File: src/design/rtfb_pkg.sv
`default_nettype none
// ----------------------------------------------------------------------------
// rtfb_pkg: shared types and constants for the transmit frame builder
// Request and result words, the internal frame record, frame byte codes
// and the escape test.
// ----------------------------------------------------------------------------
package rtfb_pkg;

	localparam logic [7:0] START_DELIM = 8'h7E;
	localparam logic [7:0] ESC_BYTE    = 8'h7D;
	localparam logic [7:0] XON_BYTE    = 8'h11;
	localparam logic [7:0] XOFF_BYTE   = 8'h13;
	localparam logic [7:0] ESC_XOR     = 8'h20;
	localparam logic [7:0] CKS_BASE    = 8'hFF;
	localparam logic [7:0] LEN_HIGH    = 8'h00;
	localparam logic [7:0] LEN_LOW     = 8'h07;
	localparam logic [7:0] FRAME_TYPE  = 8'h01;
	localparam logic [7:0] FRAME_ID    = 8'h00;
	localparam logic [7:0] OPT_RESET   = 8'h01;

	localparam int FQ_DEPTH = 2;
	localparam int FQ_PTR_W = (FQ_DEPTH > 1) ? $clog2(FQ_DEPTH) : 1;
	localparam int FQ_CNT_W = $clog2(FQ_DEPTH + 1);

	localparam int OB_DEPTH = 2;
	localparam int OB_PTR_W = (OB_DEPTH > 1) ? $clog2(OB_DEPTH) : 1;
	localparam int OB_CNT_W = $clog2(OB_DEPTH + 1);

	typedef struct packed {
		logic [7:0] dest_addr_high;
		logic [7:0] dest_addr_low;
		logic [7:0] data_first;
		logic [7:0] data_second;
	} req_t;

	typedef struct packed {
		logic [7:0] out_byte;
		logic       last_byte;
	} rsp_t;

	// Variable part of one frame, checksum already folded in.
	typedef struct packed {
		logic [7:0] addr_high;
		logic [7:0] addr_low;
		logic [7:0] options;
		logic [7:0] data_first;
		logic [7:0] data_second;
		logic [7:0] checksum;
	} frame_t;

	// Position of the unescaped byte being sent within the frame.
	typedef enum logic [3:0] {
		POS_DELIM,
		POS_LEN_HIGH,
		POS_LEN_LOW,
		POS_TYPE,
		POS_ID,
		POS_ADDR_HIGH,
		POS_ADDR_LOW,
		POS_OPTIONS,
		POS_DATA_FIRST,
		POS_DATA_SECOND,
		POS_CHECKSUM
	} pos_t;

	function automatic logic needs_escape(input logic [7:0] b);
		return (b == START_DELIM) || (b == ESC_BYTE) || (b == XON_BYTE) || (b == XOFF_BYTE);
	endfunction

endpackage
`default_nettype wire

File: src/design/rtfb_front.sv
`default_nettype none
// ----------------------------------------------------------------------------
// rtfb_front: request intake
// Holds the options register, accepts requests and turns each one into a
// frame record with its checksum for the frame queue.
// ----------------------------------------------------------------------------
module rtfb_front (
	input  wire logic            clk,
	input  wire logic            arst_n,
	input  wire logic            push,
	input  wire rtfb_pkg::req_t  req,
	output logic                 full,
	input  wire logic            cfg_valid,
	output logic                 cfg_ready,
	input  wire logic [7:0]      cfg_data,
	input  wire logic            fq_full,
	output logic                 fq_wr,
	output rtfb_pkg::frame_t     fq_wdata
);

	logic [7:0] options_q;
	logic [7:0] sum;

	always_ff @(posedge clk or negedge arst_n) begin
		if (!arst_n) begin
			options_q <= rtfb_pkg::OPT_RESET;
		end else if (cfg_valid && cfg_ready) begin
			options_q <= cfg_data;
		end
	end

	assign cfg_ready = 1'b1;
	assign full      = fq_full;
	assign fq_wr     = push && !fq_full;

	// The sum wraps at eight bits, which is all the checksum needs.
	assign sum = rtfb_pkg::FRAME_TYPE + rtfb_pkg::FRAME_ID + req.dest_addr_high
		+ req.dest_addr_low + options_q + req.data_first + req.data_second;

	always_comb begin
		fq_wdata.addr_high   = req.dest_addr_high;
		fq_wdata.addr_low    = req.dest_addr_low;
		fq_wdata.options     = options_q;
		fq_wdata.data_first  = req.data_first;
		fq_wdata.data_second = req.data_second;
		fq_wdata.checksum    = rtfb_pkg::CKS_BASE - sum;
	end

`ifndef ASSERT_OFF
	a_cfg_write: assert property (@(posedge clk) disable iff (!arst_n)
		cfg_valid && cfg_ready |=> options_q == $past(cfg_data))
		else $error("options register did not take the written word");
	a_frame_sum: assert property (@(posedge clk) disable iff (!arst_n)
		fq_wr |-> 8'(sum + fq_wdata.checksum) == rtfb_pkg::CKS_BASE)
		else $error("checksum does not complete the frame sum");
`endif

endmodule
`default_nettype wire

File: src/design/rtfb_fqueue.sv
`default_nettype none
// ----------------------------------------------------------------------------
// rtfb_fqueue: frame queue
// Short queue of frame records between the intake and the serializer.
// ----------------------------------------------------------------------------
module rtfb_fqueue (
	input  wire logic              clk,
	input  wire logic              arst_n,
	input  wire logic              wr,
	input  wire rtfb_pkg::frame_t  wdata,
	output logic                   full,
	input  wire logic              rd,
	output logic                   valid,
	output rtfb_pkg::frame_t       rdata
);

	rtfb_pkg::frame_t                mem_q [rtfb_pkg::FQ_DEPTH];
	logic [rtfb_pkg::FQ_PTR_W-1:0]   wr_ptr_q;
	logic [rtfb_pkg::FQ_PTR_W-1:0]   rd_ptr_q;
	logic [rtfb_pkg::FQ_CNT_W-1:0]   cnt_q;
	logic                            do_wr;
	logic                            do_rd;

	assign full  = cnt_q == rtfb_pkg::FQ_CNT_W'(rtfb_pkg::FQ_DEPTH);
	assign valid = cnt_q != '0;
	assign do_wr = wr && !full;
	assign do_rd = rd && valid;
	assign rdata = mem_q[rd_ptr_q];

	always_ff @(posedge clk) begin
		if (do_wr) begin
			mem_q[wr_ptr_q] <= wdata;
		end
	end

	always_ff @(posedge clk or negedge arst_n) begin
		if (!arst_n) begin
			wr_ptr_q <= '0;
			rd_ptr_q <= '0;
			cnt_q    <= '0;
		end else begin
			if (do_wr) begin
				wr_ptr_q <= (wr_ptr_q == rtfb_pkg::FQ_PTR_W'(rtfb_pkg::FQ_DEPTH - 1))
					? '0 : wr_ptr_q + 1'b1;
			end
			if (do_rd) begin
				rd_ptr_q <= (rd_ptr_q == rtfb_pkg::FQ_PTR_W'(rtfb_pkg::FQ_DEPTH - 1))
					? '0 : rd_ptr_q + 1'b1;
			end
			if (do_wr && !do_rd) begin
				cnt_q <= cnt_q + 1'b1;
			end else if (do_rd && !do_wr) begin
				cnt_q <= cnt_q - 1'b1;
			end
		end
	end

`ifndef ASSERT_OFF
	a_fq_count: assert property (@(posedge clk) disable iff (!arst_n)
		cnt_q <= rtfb_pkg::FQ_CNT_W'(rtfb_pkg::FQ_DEPTH))
		else $error("frame queue count beyond depth");
	a_fq_rd: assert property (@(posedge clk) disable iff (!arst_n)
		rd |-> valid)
		else $error("frame queue read while empty");
`endif

endmodule
`default_nettype wire

File: src/design/rtfb_back.sv
`default_nettype none
// ----------------------------------------------------------------------------
// rtfb_back: frame serializer
// Walks the frame byte by byte, inserts escape bytes and places each word
// in a two-entry output buffer for the receiver; holds while it is full or no frame is queued.
// ----------------------------------------------------------------------------
module rtfb_back (
	input  wire logic              clk,
	input  wire logic              arst_n,
	input  wire logic              fq_valid,
	input  wire rtfb_pkg::frame_t  fq_rdata,
	output logic                   fq_rd,
	output logic                   empty,
	input  wire logic              pop,
	output rtfb_pkg::rsp_t         rsp
);

	rtfb_pkg::pos_t                  pos_q;
	rtfb_pkg::pos_t                  pos_d;
	logic                            esc_q;
	logic                            esc_d;
	rtfb_pkg::rsp_t                  ob_q [rtfb_pkg::OB_DEPTH];
	logic [rtfb_pkg::OB_PTR_W-1:0]   ob_wr_ptr_q;
	logic [rtfb_pkg::OB_PTR_W-1:0]   ob_rd_ptr_q;
	logic [rtfb_pkg::OB_CNT_W-1:0]   ob_cnt_q;
	logic [7:0]                      raw;
	logic                            emit;
	logic                            advance;
	logic                            ob_rd;
	rtfb_pkg::rsp_t                  word;

	always_comb begin
		case (pos_q)
			rtfb_pkg::POS_DELIM:       raw = rtfb_pkg::START_DELIM;
			rtfb_pkg::POS_LEN_HIGH:    raw = rtfb_pkg::LEN_HIGH;
			rtfb_pkg::POS_LEN_LOW:     raw = rtfb_pkg::LEN_LOW;
			rtfb_pkg::POS_TYPE:        raw = rtfb_pkg::FRAME_TYPE;
			rtfb_pkg::POS_ID:          raw = rtfb_pkg::FRAME_ID;
			rtfb_pkg::POS_ADDR_HIGH:   raw = fq_rdata.addr_high;
			rtfb_pkg::POS_ADDR_LOW:    raw = fq_rdata.addr_low;
			rtfb_pkg::POS_OPTIONS:     raw = fq_rdata.options;
			rtfb_pkg::POS_DATA_FIRST:  raw = fq_rdata.data_first;
			rtfb_pkg::POS_DATA_SECOND: raw = fq_rdata.data_second;
			rtfb_pkg::POS_CHECKSUM:    raw = fq_rdata.checksum;
			default:                   raw = rtfb_pkg::START_DELIM;
		endcase
	end

	assign emit  = fq_valid && (ob_cnt_q != rtfb_pkg::OB_CNT_W'(rtfb_pkg::OB_DEPTH));
	assign ob_rd = pop && !empty;
	assign empty = ob_cnt_q == '0;
	assign rsp   = ob_q[ob_rd_ptr_q];

	// An escaped byte takes two words: the escape byte, then the byte with
	// bit 5 flipped. The position only moves on after the second word.
	always_comb begin
		pos_d          = pos_q;
		esc_d          = esc_q;
		advance        = 1'b0;
		word.out_byte  = raw;
		word.last_byte = 1'b0;
		fq_rd          = 1'b0;
		if (emit) begin
			if (esc_q) begin
				word.out_byte = raw ^ rtfb_pkg::ESC_XOR;
				esc_d         = 1'b0;
				advance       = 1'b1;
			end else if (pos_q != rtfb_pkg::POS_DELIM && rtfb_pkg::needs_escape(raw)) begin
				word.out_byte = rtfb_pkg::ESC_BYTE;
				esc_d         = 1'b1;
			end else begin
				advance = 1'b1;
			end
			if (advance) begin
				if (pos_q == rtfb_pkg::POS_CHECKSUM) begin
					pos_d          = rtfb_pkg::POS_DELIM;
					word.last_byte = 1'b1;
					fq_rd          = 1'b1;
				end else begin
					pos_d = rtfb_pkg::pos_t'(pos_q + 4'd1);
				end
			end
		end
	end

	always_ff @(posedge clk or negedge arst_n) begin
		if (!arst_n) begin
			pos_q <= rtfb_pkg::POS_DELIM;
			esc_q <= 1'b0;
		end else begin
			pos_q <= pos_d;
			esc_q <= esc_d;
		end
	end

	always_ff @(posedge clk) begin
		if (emit) begin
			ob_q[ob_wr_ptr_q] <= word;
		end
	end

	always_ff @(posedge clk or negedge arst_n) begin
		if (!arst_n) begin
			ob_wr_ptr_q <= '0;
			ob_rd_ptr_q <= '0;
			ob_cnt_q    <= '0;
		end else begin
			if (emit) begin
				ob_wr_ptr_q <= (ob_wr_ptr_q == rtfb_pkg::OB_PTR_W'(rtfb_pkg::OB_DEPTH - 1))
					? '0 : ob_wr_ptr_q + 1'b1;
			end
			if (ob_rd) begin
				ob_rd_ptr_q <= (ob_rd_ptr_q == rtfb_pkg::OB_PTR_W'(rtfb_pkg::OB_DEPTH - 1))
					? '0 : ob_rd_ptr_q + 1'b1;
			end
			if (emit && !ob_rd) begin
				ob_cnt_q <= ob_cnt_q + 1'b1;
			end else if (ob_rd && !emit) begin
				ob_cnt_q <= ob_cnt_q - 1'b1;
			end
		end
	end

`ifndef ASSERT_OFF
	a_esc_pos: assert property (@(posedge clk) disable iff (!arst_n)
		esc_q |-> pos_q != rtfb_pkg::POS_DELIM)
		else $error("escape pending on the start delimiter");
	a_esc_hold: assert property (@(posedge clk) disable iff (!arst_n)
		esc_q && !emit |=> esc_q && $stable(pos_q))
		else $error("escape state lost while stalled");
	a_ob_count: assert property (@(posedge clk) disable iff (!arst_n)
		ob_cnt_q <= rtfb_pkg::OB_CNT_W'(rtfb_pkg::OB_DEPTH))
		else $error("output buffer count beyond depth");
`endif

endmodule
`default_nettype wire

File: src/design/radio_api_tx_frame_builder.sv
`default_nettype none
// ----------------------------------------------------------------------------
// radio_api_tx_frame_builder: escaped transmit-request frame builder
// Turns each request into one escaped radio transmit frame, one byte a word.
// ----------------------------------------------------------------------------
// Usage:
//   Requests enter on push/full and are taken at an edge with push high and
//   full low. Each one carries a 16-bit destination and two data bytes.
//   The options byte comes from the configuration channel (cfg_valid,
//   cfg_ready, cfg_data), which is always ready; reset loads 0x01.
//   Frame bytes leave on empty/pop: the oldest word is on rsp while empty is
//   low, and it is taken at an edge with pop high and empty low. The final
//   word of a frame has last_byte set.
//   A frame is 11 to 17 words. The serializer sends one word per cycle while
//   the output buffer has room; a request is registered in the frame queue and
//   its first word in the output buffer before it shows on rsp.
//   The frame queue holds the frame being sent and one more, so a new request
//   is taken while a frame is being sent. If the receiver stops popping, the
//   two-word output buffer fills, the serializer holds, and full rises once
//   the queue fills.
//   Reset empties both queues and restarts the serializer.
// ----------------------------------------------------------------------------
module radio_api_tx_frame_builder (
	input  wire logic            clk,
	input  wire logic            arst_n,
	input  wire logic            push,
	output logic                 full,
	input  wire rtfb_pkg::req_t  req,
	output logic                 empty,
	input  wire logic            pop,
	output rtfb_pkg::rsp_t       rsp,
	input  wire logic            cfg_valid,
	output logic                 cfg_ready,
	input  wire logic [7:0]      cfg_data
);

	logic              fq_wr;
	logic              fq_full;
	logic              fq_rd;
	logic              fq_valid;
	rtfb_pkg::frame_t  fq_wdata;
	rtfb_pkg::frame_t  fq_rdata;

	rtfb_front u_front (
		.clk       (clk),
		.arst_n    (arst_n),
		.push      (push),
		.req       (req),
		.full      (full),
		.cfg_valid (cfg_valid),
		.cfg_ready (cfg_ready),
		.cfg_data  (cfg_data),
		.fq_full   (fq_full),
		.fq_wr     (fq_wr),
		.fq_wdata  (fq_wdata)
	);

	rtfb_fqueue u_fqueue (
		.clk    (clk),
		.arst_n (arst_n),
		.wr     (fq_wr),
		.wdata  (fq_wdata),
		.full   (fq_full),
		.rd     (fq_rd),
		.valid  (fq_valid),
		.rdata  (fq_rdata)
	);

	rtfb_back u_back (
		.clk      (clk),
		.arst_n   (arst_n),
		.fq_valid (fq_valid),
		.fq_rdata (fq_rdata),
		.fq_rd    (fq_rd),
		.empty    (empty),
		.pop      (pop),
		.rsp      (rsp)
	);

endmodule
`default_nettype wire
File: config.mk
export PLATFORM = sky130hd
export DESIGN_NAME = radio_api_tx_frame_builder
export DESIGN_NICKNAME = d
export VERILOG_FILES = /design/src/design/rtfb_pkg.sv /design/src/design/rtfb_front.sv /design/src/design/rtfb_fqueue.sv /design/src/design/rtfb_back.sv /design/src/design/radio_api_tx_frame_builder.sv
export SDC_FILE = /design/constraint.sdc
export NUM_CORES = 1
export LEC_CHECK = 0
export BUFFER_PORTS_ARGS = -buffer_cell sky130_fd_sc_hd__buf_2
export CORE_MARGIN = 2
export CORE_UTILIZATION = 42
export CTS_CLUSTER_SIZE = 16
export DETAILED_ROUTE_END_ITERATION = 10
export REMOVE_ABC_BUFFERS = 1
export SLEW_MARGIN = 25
export SYNTH_ARGS = -nofsm -noshare
export SYNTH_HDL_FRONTEND = slang
export SYNTH_SLANG_ARGS = --single-unit
File: constraint.sdc
create_clock -name clk -period 4 [get_ports clk]
set_clock_uncertainty 0.1 [all_clocks]
set_input_delay 0.2 -clock clk [delete_from_list [all_inputs] [get_ports clk]]
set_output_delay 0.2 -clock clk [all_outputs]
set_load 0.02 [all_outputs]
==> summary.txt <==
CTS
  • Number of H-tree levels: 4
  • Root Buffer: clkbuf_16
  • CTS buffer count: 17
  • Clock-pin slew on the worst setup and hold paths: around 50 ps
  • Post-CTS setup buffer count: 0
  • Clock Tree Buf Depth: 2
  • CTS tree: built
  • CTS Sinks: roughly 140
  • Worst skew pair latency: ~420 ps

Min path
  • Hold Crit Class: in -> reg
  • Min-delay src: pop
  • Hold path depth: 3
  • Worst Hold Path EP: u_back.ob_rd_ptr_q

GRT
  • GRT Total Usage: 17.5%
  • Largest net degree at the start of global routing: 49
  • First-pass GRT wire length: approximately 21 mm
  • Remaining global-route overflow: 0
  • Initial antenna violation count: 0
  • Number of global-route vias before repair: 3952

Layout
  • Syn-to-layout area delta: 23.8%
  • Layout cells sized above 1: between 20 and 25%
  • Nets: between 600 and 700
  • Antenna Cells: 0
  • Fillers: between 1000 and 1500

Floorplanning
  • I/O pin count: 57
  • Chip Width: ~130 um
  • Die Height: between 100 and 150 um
  • Initial Utilization: a little over two fifths
  • Cell Rows: 45
  • Placeable core area: ~15000 um2
  • DIE AREA: 16600 um2

Routing
  • Drt pass-1 iters: 5
  • Final WL: about 14 mm
  • Post-route DRC violation count: 0
  • Drt initial violations: 221
  • Routed WL per cell: roughly 17 um
  • DRT antenna net count: 0
  • Via count: 3926
  • Number of vias per cell: between 4 and 5

Critical path
  • Top delay family on crit path: adder cells
  • Crit Path Max Fanout: 3
  • Crit Path Class: in -> reg
  • R2r endpoint: u_fqueue.cnt_q[1]
  • Crit path buf inv count: 3
  • Crit path DAT: 3730 ps
  • Worst path slowest cell: fa_1
  • Worst-path cell chain: dlygate4sd3_1 > buf_2 > inv_1 > fa_1 > fa_1 > fa_1 > ha_1 > a21oi_1 > o21bai_1 > a21oi_1 > o21bai_1 > a21oi_1 > xnor2_1
  • Reg-to-reg slack, setup: about 350 ps
  • FF-to-FF Start: u_fqueue.rd_ptr_q
  • Reg2Reg Depth: 13
  • Slowest stage delay, CP: about 580 ps
  • Critical path startpoint category: input pin
  • Setup crit end kind: register
  • Required time worst endpoint: 4050 ps

Synth
  • Synthesized area per cell: approximately 14 um2
  • Post-synth EDFFs: 114
  • Post-Syn Area: between 6000 and 7000 um2
  • Post-synthesis sequential area ratio: between 60% and 70%
  • Gate Count Post-Synth: approximately 460
  • Synth cell types: between 60 and 70
  • Ys async rst share: between 10% and 20%
  • Yosys warns: 0
  • Share of the synthesized area in the top cell type: between 50% and 60%
  • #FFs+latches synth: around 140
  • Ys flop type: edfxtp_1
  • Largest area contributor in the netlist: edfxtp_1
  • Top post-synthesis cells by area: edfxtp_1 (52%), dfrtp_1 (7.6%), fa_1 (6.1%)

STA
  • Max Slew Vio Count: 0
  • Setup TNS: 0 ps
  • Worst-margin pin slew: 810 ps
  • RSZ-0062 raised after global routing: no
  • Final Setup Violations: 0
  • Fin crit period: approximately 3700 ps
  • Max Clock Freq: approximately 270 MHz
  • Slew HR: between 40 and 50%
  • Final worst path period share: about nine tenths
  • Hold WS: 23.2 ps
  • Final hold vios: 0

Placement
  • Global placer's final weighted congestion: just under 0.9
  • PortBufs: 55
  • DP HPWL: 9.19 mm

Pwr
  • Peak VDD IR: between 300 and 400 uV
  • Pwr dens: about 800 nW/um2
  • Lkg Pwr: around 3.2 nW

Status
  • Outcome: complete, no violations

Flow run
  • MaxCap Viol Count: 0
==> layer usage <==
| layer | wire length [um] | global-route usage, % |
|---|---|---|
| met2 | 6640 | 28.3 |
| met1 | 6300 | 23.3 |
| met5 | 0 | 0 |
| met4 | 169 | 5.56 |
| met3 | 493 | 4.49 |
==> state kept, by name, indices dropped and copies added, names as in the netlist <==
register	count
u_back.ob_cnt_q	2
u_back.ob_wr_ptr_q	1
u_back.ob_q	18
u_fqueue.wr_ptr_q	1
u_front.options_q	8
u_back.ob_rd_ptr_q	1
u_fqueue.cnt_q	2
u_fqueue.mem_q	96
u_back.pos_q	4
u_fqueue.rd_ptr_q	1
u_back.esc_q	1
==> worst min-delay path: stages <==
cell and delay (ps):
buf_2 90, o21ai_0 120, xnor2_1 80
==> cell families after synthesis <==
logic type,synth area share (%)
xor+xnor,3.32
buf+inv,4.79
compound gates,7.80
other cells,0.0572
fa+ha+maj,8.20
mux,9.73
simple gates,5.89
flops,60.2
==> cells in the final DEF (no fill, tap or decap), types with 3 or more instances in the layout <==
cell	instances
a21o_1	3
a21oi_1	16
buf_2	55
buf_4	9
bufinv_16	5
clkbuf_16	17
clkinv_1	3
clkinv_2	3
dfrtp_1	19
dlygate4sd3_1	41
edfxtp_1	114
fa_1	20
ha_1	11
inv_1	52
mux2_1	8
mux2_2	20
mux2i_1	27
nand2_1	18
nand4bb_1	4
nor2_1	13
o211ai_1	3
o21ai_0	17
o21bai_1	3
o22ai_1	8
o31ai_1	3
xnor2_1	19
xor2_1	4
==> how the worst max path moves through the flow <==
stage	startpoint	end	slack (ps)	depth (start not counted)
floorplan	u_fqueue.rd_ptr_q	u_fqueue.cnt_q[1]	-90	12
global placement	u_fqueue.rd_ptr_q	u_fqueue.cnt_q[1]	460	13
detailed placement	u_fqueue.rd_ptr_q	u_fqueue.cnt_q[1]	380	13
CTS	req[18]	u_fqueue.mem_q[1][7]	300	13
global route	u_fqueue.rd_ptr_q	u_fqueue.cnt_q[1]	80	13
finish	req[18]	u_fqueue.mem_q[1][7]	320	13
==> synthesized netlist by cell type (2+ instances only) <==
cell	count
mux2i_1	27
o22ai_1	8
nand2_1	18
and4b_1	2
o31ai_1	3
and3_1	2
dfrtp_1	20
nor3_1	2
nand2b_1	2
a21o_1	3
a222oi_1	2
nor2_1	14
o21bai_1	3
buf_2	8
nor2b_1	2
xor2_1	4
buf_6	4
mux2_4	2
nand4bb_1	4
fa_1	20
a21oi_1	16
nand3_1	2
mux2_2	20
edfxtp_1	114
mux2_1	8
inv_1	52
o2111ai_1	2
buf_4	3
xnor2_1	19
o21ai_0	17
o211ai_1	3
nor4_1	2
clkbuf_1	3
ha_1	11
==> timing repair <==
| action | CTS | global route |
|---|---|---|
| resized for setup | 0 | 0 |
| setup endpoints to repair | 0 | 0 |
| endpoints found under the hold margin | 92 | 0 |
| hold buffers | 41 | 0 |
==> stage by stage <==
stage / instances / setup slack, ps / util, % / power, W / cell area, um2
final: 786 / 321 / 53.2 / 0.00649 / 8120
after global routing: 786 / 80.0 / 53.2 / 0.00688 / 8120
after CTS: 786 / 303 / 53.2 / 0.00655 / 8120
after global placement: 713 / 458 / 46.4 / 0.00478 / 7080
after detailed placement: 713 / 380 / 46.4 / 0.00483 / 7080
after floorplan: 437 / -90.3 / - / 0.00410 / 6440
==> where the power goes <==
| part | switching, W | internal [W] |
|---|---|---|
| Combinational | 0.00139 | 0.00102 |
| Sequential | 0.000260 | 0.00216 |
| Clock | 0.000564 | 0.00110 |
==> final cells by class <==
type | count | area [um2] | share of cell area [%]
clock buffers | 17 | 425 | 5.24
clock inverters | 15 | 209 | 2.57
inverters | 52 | 195 | 2.40
multi-input cells | 250 | 2300 | 28.4
flip-flops and latches | 135 | 3950 | 48.6
well taps | 211 | 264 | 3.25
repair buffers | 106 | 773 | 9.52
No activity file was read; power rests on OpenSTA's default activity.
